## config.mk

```make
export PLATFORM = sky130hd
export DESIGN_NAME = stream_pattern_replace
export DESIGN_NICKNAME = d
export VERILOG_FILES = /design/src/hdl/spr_pkg.sv /design/src/hdl/spr_front.sv /design/src/hdl/spr_queue.sv /design/src/hdl/spr_back.sv /design/src/hdl/stream_pattern_replace.sv
export SDC_FILE = /design/constraint.sdc
export NUM_CORES = 1
export LEC_CHECK = 0
export BUFFER_PORTS_ARGS = -buffer_cell sky130_fd_sc_hd__buf_4
export CAP_MARGIN = 5
export CORE_MARGIN = 2
export CORE_UTILIZATION = 35
export CTS_BUF_LIST = sky130_fd_sc_hd__clkbuf_4 sky130_fd_sc_hd__clkbuf_8
export DETAILED_ROUTE_END_ITERATION = 8
export GPL_TIMING_DRIVEN = 0
export SYNTH_ARGS = -nofsm -noshare
export SYNTH_HDL_FRONTEND = slang
export SYNTH_SLANG_ARGS = --single-unit
```

## constraint.sdc

```tcl
create_clock -name clk -period 5.3 [get_ports clk]
set_clock_uncertainty 0.2 [all_clocks]
set_input_delay 0.265 -clock clk [delete_from_list [all_inputs] [get_ports clk]]
set_output_delay 0.265 -clock clk [all_outputs]
set_load 0.1 [all_outputs]
```

## src/hdl/spr_pkg.sv

```systemverilog
// Shared types and constants of the stream pattern replacer.
// No dependencies; imported by every module of the block.
`timescale 1ns / 1ps
`default_nettype none

package spr_pkg;

	localparam int PATTERN_MAX = 8;
	localparam int REPLACE_MAX = 8;
	localparam int RESULT_MAX  = 8;
	localparam int BYTE_W      = 8;
	localparam int LEN_W       = 4;
	localparam int WORD_W      = BYTE_W * RESULT_MAX;
	localparam int IDX_W       = $clog2(RESULT_MAX);
	localparam int QUEUE_DEPTH = 4;
	localparam int QPTR_W      = $clog2(QUEUE_DEPTH);
	localparam int QCNT_W      = QPTR_W + 1;

	// Register indexes of the configuration port.
	localparam logic [2:0] REG_PATTERN      = 3'd0;
	localparam logic [2:0] REG_PATTERN_LEN  = 3'd1;
	localparam logic [2:0] REG_REPLACE      = 3'd2;
	localparam logic [2:0] REG_REPLACE_LEN  = 3'd3;
	localparam logic [2:0] REG_DOUBLE_BYTE  = 3'd4;

	// Configuration as the front end sees it, lengths already clamped.
	typedef struct packed {
		logic [WORD_W-1:0] pattern;
		logic [LEN_W-1:0]  plen;
		logic [WORD_W-1:0] replace;
		logic [LEN_W-1:0]  rlen;
		logic              dbcs;
	} spr_cfg_t;

	// One command: up to eight bytes to emit, in order, plus the end mark.
	typedef struct packed {
		logic [WORD_W-1:0] bytes;
		logic [LEN_W-1:0]  count;
		logic              eos;
	} spr_cmd_t;

endpackage

`default_nettype wire

```

## src/hdl/spr_front.sv

```systemverilog
// Front end: accepts input bytes, keeps the match window and turns each
// byte into at most one emit command. Depends on spr_pkg.
`timescale 1ns / 1ps
`default_nettype none

module spr_front (
	input  wire                 clk,
	input  wire                 arst_n,
	input  wire spr_pkg::spr_cfg_t cfg,
	input  wire                 plen_clear,
	input  wire                 data_valid,
	output logic                data_ready,
	input  wire  [7:0]          data_byte,
	input  wire                 last_byte,
	output logic                cmd_valid,
	input  wire                 cmd_ready,
	output spr_pkg::spr_cmd_t   cmd
);
	import spr_pkg::*;

	localparam logic [7:0] LEAD_LO_A = 8'h81;
	localparam logic [7:0] LEAD_HI_A = 8'h9F;
	localparam logic [7:0] LEAD_LO_B = 8'hE0;
	localparam logic [7:0] LEAD_HI_B = 8'hFC;

	function automatic logic is_lead(input logic [7:0] b);
		is_lead = (b >= LEAD_LO_A && b <= LEAD_HI_A) || (b >= LEAD_LO_B && b <= LEAD_HI_B);
	endfunction

	logic [WORD_W-1:0] win_q;
	logic [LEN_W-1:0]  fill_q;
	logic              trail_q;

	logic [WORD_W-1:0] win_ins;
	logic [WORD_W-1:0] win_nxt;
	logic [LEN_W-1:0]  fill_ins;
	logic [LEN_W-1:0]  fill_nxt;
	logic              trail_nxt;
	logic              full;
	logic              hit;
	logic              lead;
	logic              accept;

	assign data_ready = cmd_ready;
	assign accept     = data_valid && data_ready;

	always_comb begin
		win_ins = win_q;
		for (int i = 0; i < PATTERN_MAX; i++) begin
			if (fill_q == LEN_W'(i)) begin
				win_ins[i*BYTE_W +: BYTE_W] = data_byte;
			end
		end
		fill_ins = fill_q + LEN_W'(1);
		full     = (fill_ins == cfg.plen);
		hit      = 1'b1;
		for (int i = 0; i < PATTERN_MAX; i++) begin
			if (LEN_W'(i) < cfg.plen &&
				win_ins[i*BYTE_W +: BYTE_W] != cfg.pattern[i*BYTE_W +: BYTE_W]) begin
				hit = 1'b0;
			end
		end
		lead = cfg.dbcs && is_lead(win_ins[BYTE_W-1:0]);
	end

	always_comb begin
		cmd.eos   = last_byte;
		cmd.bytes = win_ins;
		cmd.count = '0;
		win_nxt   = win_ins;
		fill_nxt  = fill_ins;
		trail_nxt = 1'b0;
		if (trail_q) begin
			// Trail byte of a lone lead byte goes straight out, unmatched.
			cmd.bytes = {{(WORD_W-BYTE_W){1'b0}}, data_byte};
			cmd.count = LEN_W'(1);
			win_nxt   = win_q;
			fill_nxt  = fill_q;
		end else if (full && hit) begin
			cmd.bytes = cfg.replace;
			cmd.count = cfg.rlen;
			fill_nxt  = '0;
		end else if (full && lead) begin
			if (cfg.plen >= LEN_W'(2)) begin
				cmd.count = last_byte ? fill_ins : LEN_W'(2);
				win_nxt   = win_ins >> (2 * BYTE_W);
				fill_nxt  = fill_ins - LEN_W'(2);
			end else begin
				cmd.count = LEN_W'(1);
				fill_nxt  = '0;
				trail_nxt = 1'b1;
			end
		end else if (full) begin
			cmd.count = last_byte ? fill_ins : LEN_W'(1);
			win_nxt   = win_ins >> BYTE_W;
			fill_nxt  = fill_ins - LEN_W'(1);
		end else begin
			cmd.count = last_byte ? fill_ins : '0;
		end
		if (last_byte) begin
			fill_nxt  = '0;
			trail_nxt = 1'b0;
		end
	end

	assign cmd_valid = accept && (cmd.count != '0 || last_byte);

	always_ff @(posedge clk or negedge arst_n) begin
		if (!arst_n) begin
			fill_q  <= '0;
			trail_q <= 1'b0;
		end else if (plen_clear) begin
			fill_q  <= '0;
			trail_q <= 1'b0;
		end else if (accept) begin
			fill_q  <= fill_nxt;
			trail_q <= trail_nxt;
		end
	end

	always_ff @(posedge clk) begin
		if (accept) begin
			win_q <= win_nxt;
		end
	end

endmodule

`default_nettype wire

```

## src/hdl/spr_queue.sv

```systemverilog
// Short command queue between front and back end.
// Depends on spr_pkg for the command type and depth.
`timescale 1ns / 1ps
`default_nettype none

module spr_queue (
	input  wire                 clk,
	input  wire                 arst_n,
	input  wire                 push_valid,
	output logic                push_ready,
	input  wire spr_pkg::spr_cmd_t push_cmd,
	output logic                pop_valid,
	input  wire                 pop_ready,
	output spr_pkg::spr_cmd_t   pop_cmd
);
	import spr_pkg::*;

	spr_cmd_t          ent_q [QUEUE_DEPTH];
	logic [QPTR_W-1:0] wr_ptr_q;
	logic [QPTR_W-1:0] rd_ptr_q;
	logic [QCNT_W-1:0] cnt_q;
	logic              push;
	logic              pop;

	assign push_ready = (cnt_q != QCNT_W'(QUEUE_DEPTH));
	assign pop_valid  = (cnt_q != '0);
	assign pop_cmd    = ent_q[rd_ptr_q];
	assign push       = push_valid && push_ready;
	assign pop        = pop_valid && pop_ready;

	always_ff @(posedge clk or negedge arst_n) begin
		if (!arst_n) begin
			wr_ptr_q <= '0;
			rd_ptr_q <= '0;
			cnt_q    <= '0;
		end else begin
			if (push) begin
				wr_ptr_q <= wr_ptr_q + QPTR_W'(1);
			end
			if (pop) begin
				rd_ptr_q <= rd_ptr_q + QPTR_W'(1);
			end
			if (push && !pop) begin
				cnt_q <= cnt_q + QCNT_W'(1);
			end else if (pop && !push) begin
				cnt_q <= cnt_q - QCNT_W'(1);
			end
		end
	end

	always_ff @(posedge clk) begin
		if (push) begin
			ent_q[wr_ptr_q] <= push_cmd;
		end
	end

endmodule

`default_nettype wire

```

## src/hdl/spr_back.sv

```systemverilog
// Back end: walks the bytes of each command into a registered result beat.
// Depends on spr_pkg for the command type.
`timescale 1ns / 1ps
`default_nettype none

module spr_back (
	input  wire                 clk,
	input  wire                 arst_n,
	input  wire                 cmd_valid,
	output logic                cmd_ready,
	input  wire spr_pkg::spr_cmd_t cmd,
	output logic                result_valid,
	input  wire                 result_ready,
	output logic [7:0]          out_byte,
	output logic                byte_valid,
	output logic                end_of_stream
);
	import spr_pkg::*;

	logic [IDX_W-1:0]  idx_q;
	logic [LEN_W-1:0]  idx_inc;
	logic              final_byte;
	logic              load;
	logic              out_valid_q;
	logic [BYTE_W-1:0] out_byte_q;
	logic              byte_valid_q;
	logic              eos_q;

	assign idx_inc    = LEN_W'(idx_q) + LEN_W'(1);
	assign final_byte = (idx_inc >= cmd.count);
	assign load       = cmd_valid && (!out_valid_q || result_ready);
	assign cmd_ready  = load && final_byte;

	always_ff @(posedge clk or negedge arst_n) begin
		if (!arst_n) begin
			idx_q       <= '0;
			out_valid_q <= 1'b0;
		end else begin
			if (load) begin
				out_valid_q <= 1'b1;
				idx_q       <= final_byte ? '0 : idx_inc[IDX_W-1:0];
			end else if (result_ready) begin
				out_valid_q <= 1'b0;
			end
		end
	end

	always_ff @(posedge clk) begin
		if (load) begin
			byte_valid_q <= (cmd.count != '0);
			out_byte_q   <= (cmd.count != '0) ? cmd.bytes[{idx_q, 3'b000} +: BYTE_W] : '0;
			eos_q        <= cmd.eos && final_byte;
		end
	end

	assign result_valid  = out_valid_q;
	assign out_byte      = out_byte_q;
	assign byte_valid    = byte_valid_q;
	assign end_of_stream = eos_q;

endmodule

`default_nettype wire

```

## src/hdl/stream_pattern_replace.sv

```systemverilog
// Top level of the stream pattern replacer: configuration registers and
// the front end, command queue and back end. Depends on spr_pkg.
//
// Usage: input beats (data_byte, last_byte) arrive on the data channel,
// result beats (out_byte, byte_valid, end_of_stream) leave on the result
// channel, both with valid/ready. Every leftmost, non-overlapping
// occurrence of the pattern is replaced by the replacement text; in
// double-byte mode a Shift_JIS lead byte leaves with its trail byte.
// Configuration goes through the APB port at byte address 8*index while
// the block is idle; writing pattern_length empties the match window.
// Path: the front end forms each command combinationally, the queue
// registers it and the back end registers the result beat from it.
// Throughput: one input beat per cycle and one result beat per cycle while
// neither channel stalls and the queue has room; a match whose replacement
// is longer than one byte takes one result beat per replacement byte, and
// the four-entry command queue between front and back end absorbs the burst.
// When the receiver stalls, the result register holds its beat, the queue
// fills and data_ready falls once it holds four commands.
// Reset empties the window, the queue and the result register and loads
// the register reset values (pattern length one, all else zero).
`timescale 1ns / 1ps
`default_nettype none

module stream_pattern_replace (
	input  wire         clk,
	input  wire         arst_n,
	input  wire         psel,
	input  wire         penable,
	input  wire         pwrite,
	input  wire  [5:0]  paddr,
	input  wire  [63:0] pwdata,
	output logic [63:0] prdata,
	output logic        pready,
	input  wire         data_valid,
	output logic        data_ready,
	input  wire  [7:0]  data_byte,
	input  wire         last_byte,
	output logic        result_valid,
	input  wire         result_ready,
	output logic [7:0]  out_byte,
	output logic        byte_valid,
	output logic        end_of_stream
);
	import spr_pkg::*;

	logic [WORD_W-1:0] pattern_q;
	logic [LEN_W-1:0]  plen_q;
	logic [WORD_W-1:0] replace_q;
	logic [LEN_W-1:0]  rlen_q;
	logic              dbcs_q;
	logic              wr_en;
	logic [2:0]        reg_idx;
	logic              plen_clear;
	spr_cfg_t          cfg;

	spr_cmd_t          push_cmd;
	logic              push_valid;
	logic              push_ready;
	spr_cmd_t          pop_cmd;
	logic              pop_valid;
	logic              pop_ready;

	assign pready     = 1'b1;
	assign reg_idx    = paddr[5:3];
	assign wr_en      = psel && penable && pwrite && pready;
	assign plen_clear = wr_en && (reg_idx == REG_PATTERN_LEN);

	always_ff @(posedge clk or negedge arst_n) begin
		if (!arst_n) begin
			pattern_q <= '0;
			plen_q    <= LEN_W'(1);
			replace_q <= '0;
			rlen_q    <= '0;
			dbcs_q    <= 1'b0;
		end else if (wr_en) begin
			unique case (reg_idx)
				REG_PATTERN:     pattern_q <= pwdata;
				REG_PATTERN_LEN: plen_q    <= pwdata[LEN_W-1:0];
				REG_REPLACE:     replace_q <= pwdata;
				REG_REPLACE_LEN: rlen_q    <= pwdata[LEN_W-1:0];
				REG_DOUBLE_BYTE: dbcs_q    <= pwdata[0];
				default: ;
			endcase
		end
	end

	always_comb begin
		unique case (reg_idx)
			REG_PATTERN:     prdata = pattern_q;
			REG_PATTERN_LEN: prdata = {{(64-LEN_W){1'b0}}, plen_q};
			REG_REPLACE:     prdata = replace_q;
			REG_REPLACE_LEN: prdata = {{(64-LEN_W){1'b0}}, rlen_q};
			REG_DOUBLE_BYTE: prdata = {63'd0, dbcs_q};
			default:         prdata = '0;
		endcase
	end

	// Clamp the lengths: a zero pattern length acts as one, larger values
	// saturate at the maximum.
	always_comb begin
		cfg.pattern = pattern_q;
		cfg.replace = replace_q;
		cfg.dbcs    = dbcs_q;
		if (plen_q == '0) begin
			cfg.plen = LEN_W'(1);
		end else if (plen_q > LEN_W'(PATTERN_MAX)) begin
			cfg.plen = LEN_W'(PATTERN_MAX);
		end else begin
			cfg.plen = plen_q;
		end
		if (rlen_q > LEN_W'(REPLACE_MAX)) begin
			cfg.rlen = LEN_W'(REPLACE_MAX);
		end else begin
			cfg.rlen = rlen_q;
		end
	end

	spr_front u_front (
		.clk        (clk),
		.arst_n     (arst_n),
		.cfg        (cfg),
		.plen_clear (plen_clear),
		.data_valid (data_valid),
		.data_ready (data_ready),
		.data_byte  (data_byte),
		.last_byte  (last_byte),
		.cmd_valid  (push_valid),
		.cmd_ready  (push_ready),
		.cmd        (push_cmd)
	);

	spr_queue u_queue (
		.clk        (clk),
		.arst_n     (arst_n),
		.push_valid (push_valid),
		.push_ready (push_ready),
		.push_cmd   (push_cmd),
		.pop_valid  (pop_valid),
		.pop_ready  (pop_ready),
		.pop_cmd    (pop_cmd)
	);

	spr_back u_back (
		.clk           (clk),
		.arst_n        (arst_n),
		.cmd_valid     (pop_valid),
		.cmd_ready     (pop_ready),
		.cmd           (pop_cmd),
		.result_valid  (result_valid),
		.result_ready  (result_ready),
		.out_byte      (out_byte),
		.byte_valid    (byte_valid),
		.end_of_stream (end_of_stream)
	);

endmodule

`default_nettype wire

```

==> impl_metrics.ini <==
[die]
rows = 95
fp.dieH_um = 265
die_x_um = 265
dieArea_um2 = 70500
io_pins = 163
core_um2 = 67400
initial_utilization_pct = 35.5

[pwr]
ir_drop_mv = 0.303
p_leak_nw = 11.2
p_per_area_nw_per_um2 = 584

[layout]
fin_nets = 2165
drive_above_1_share_pct = 32.3
fin_area_um2 = 29700
multi_input_area_um2 = 9450
seqCellArea_um2 = 14300
final_util_pct = 44.1
diodes = 0
n_fill_cell = 6134
area_delta_synth_final_pct = 24.3

[setup_path]
crit_path_start_kind = register
end_kind = register
cp.required_ns = 5.50
cp_max_fo = 10
path_class = reg -> reg
arrival_ns = 5.50
reg2reg_depth = 14

[placement]
portBuffers = 149
post_dp_cell_area_um2 = 26400
dp_hpwl_um = 60100
gp_congestion = 0.971

[synthesis]
yosys-top-cells-area = edfxtp_1 44%, dfrtp_1 16%, mux4_2 8.3%
yosysUniqueCellTypes = 78
synthFlopType = edfxtp_1
ys_seq_area_share_pct = 59.9
synth_area_leader_cell = edfxtp_1
synth_area_per_cell_um2 = 13.9
synth_top_cell_area_share_pct = 43.9
ys_top_cells_by_count = 350 x edfxtp_1, 152 x dfrtp_1, 128 x nor2_1, 118 x mux2_2, 90 x clkbuf_1
syn_area_um2 = 23900
netlist_instances = 1725
yosys_warnings = 0
async_flop_share_pct = 30.4
synth_most_common_cell = edfxtp_1
synth_nets = 1828
ys_ff_latch = 503
synth-edff-count = 350

[drt]
m1WireLength_um = 33700
top_layer_used = met4
drc = 0
avgRoutedWirePerCell_um = 27.6
wl_met3_um = 5620
drt-pass1-iter-count = 5
routed_wl_um = 83100
drt-initial-drc-count = 1726
ant_nets = 0
dr_wl_met2_um = 40100
viasPerCell = 5.71
vias = 17100

[clock_network]
cts_tree = built
cts.reportedPaths.clkPinSlew_ns = 0.06
cts_buffers = 86
cts_buffer_depth = 3
cts_root_buf = clkbuf_8
clock_latency_ns = 0.68
htreeDepth = 3
clock_sinks = 503

[sta]
period_minus_slack_ns = 5.29
hold_slack_ns = 0.0612
finalHoldViolations = 0
max-slew-margin-rel_pct = 11.2
worst_pin_slew_ns = 1.33
min_period_over_period_pct = 99.8
slew_violations = 0
setup-tns-final_ns = 0
rsz0062_at_grt = yes
setup_viol = 0
timing.fmax_mhz = 189

[global_routing]
overflow = 0
grt_max_degree = 89
grt_pass1_vias = 17300
grt_usage_pct = 23.5
antenna_found_initial = 1
grt_pass1_wl_um = 120000

[min_path]
min_path_type = in -> reg
whs_path_depth = 4

[run]
maxCapViolCount = 0

[outcome]
status = completed
registers in the layout, indices dropped and copies added, names as in the netlist, 2 cells and up:
signal / count
pattern_q: 64
plen_q: 4
replace_q: 64
rlen_q: 4
u_back.idx_q: 3
u_back.out_byte: 8
u_front.fill_q: 4
u_front.win_q: 64
u_queue.cnt_q: 3
u_queue.ent_q: 276
u_queue.rd_ptr_q: 2
u_queue.wr_ptr_q: 2
worst paths after layout:
check,start,endpoint,slack [ns]
setup / recovery,u_front.fill_q[1],u_queue.ent_q[1][64],0.008
hold / removal,paddr[3],dbcs_q,0.06
setup reg to reg,u_front.fill_q[1],u_queue.ent_q[1][64],0.008
hold reg to reg,u_back.result_valid,u_back.result_valid,0.30
max in group asynchronous,arst_n,pattern_q[2],3.93
min in group asynchronous,arst_n,replace_q[33],0.48
critical path, stage by stage (launching register included):
cell,delay [ns]
dfrtp_1,0.44
inv_1,0.13
ha_1,0.18
nor3b_2,0.47
buf_2,0.37
mux2i_1,0.45
nor2_1,0.07
nor2_1,0.13
nand3_1,0.24
a32o_1,0.35
nor3_1,0.28
nand3_2,0.23
clkbuf_4,0.30
clkbuf_1,0.49
a211oi_2,0.64
kinds of logic after synthesis:
family,share of synthesized area [%]
and+or+nand+nor,6.71
buffers and inverters,3.05
adders and majority gates,0.920
xor gates and xnor gates,2.27
AOI/OAI and AO/OA,11.0
muxes,16.1
DFF,59.9
other,0.0157
metal layers:
| layer | up-vias | GRT usage (%) |
|---|---|---|
| li1 | 7346 | - |
| met1 | 8879 | 30.8 |
| met2 | 765 | 38.6 |
| met3 | 154 | 3.43 |
| met4 | 0 | 10.9 |
| met5 | - | 0 |
power breakdown:
| part | total [mW] | internal [mW] | switching (mW) | leakage (nW) |
|---|---|---|---|---|
| registers | 6.34 | 5.79 | 0.557 | 5.15 |
| clock network | 3.70 | 2.07 | 1.63 | 0.986 |
| logic | 7.31 | 2.81 | 4.51 | 5.03 |
| total | 17.4 | 10.7 | 6.69 | 11.2 |
placed cells by master (no fill, tap or decap), types with 32 or more instances in the layout:
| cell type | count |
|---|---|
| nor2_1 | 127 |
| a21oi_1 | 39 |
| xor2_1 | 38 |
| o21ai_0 | 58 |
| nand2_1 | 72 |
| clkbuf_4 | 47 |
| or2_2 | 32 |
| inv_1 | 68 |
| o221ai_1 | 40 |
| clkbuf_8 | 102 |
| buf_4 | 163 |
| edfxtp_1 | 350 |
| clkbuf_1 | 82 |
| dlygate4sd3_1 | 73 |
| mux4_2 | 88 |
| mux2i_1 | 41 |
| dfrtp_1 | 152 |
| a22o_1 | 59 |
| mux2_2 | 118 |
final cells by class:
class	count	share of cell area, %
tap	873	3.67
multi-input combinational	1035	31.8
clock inverter	11	0.299
inverter	68	0.859
timing repair buffer	249	7.63
buffer	119	1.67
clock buffer	147	5.86
sequential	503	48.2
through the flow:
stage	power [mW]	setup slack (ns)	instances
after detailed placement	13.1	-1.45	2756
after CTS	17.3	0.0366	3003
after floorplan	10.7	0.125	1725
after global placement	13.0	-2.40	2747
after global routing	18.1	-0.0939	3005
final	17.4	0.00815	3005
repair_timing:
| action | CTS | global route |
|---|---|---|
| buffers inserted | 15 | 2 |
| setup endpoints to repair | 607 | 145 |
| pin swaps | 11 | 1 |
| hold endpoints to repair | 304 | 0 |
| hold buffers | 74 | 0 |
| gates resized for setup | 95 | 17 |
(Power assumes the default switching activity.)
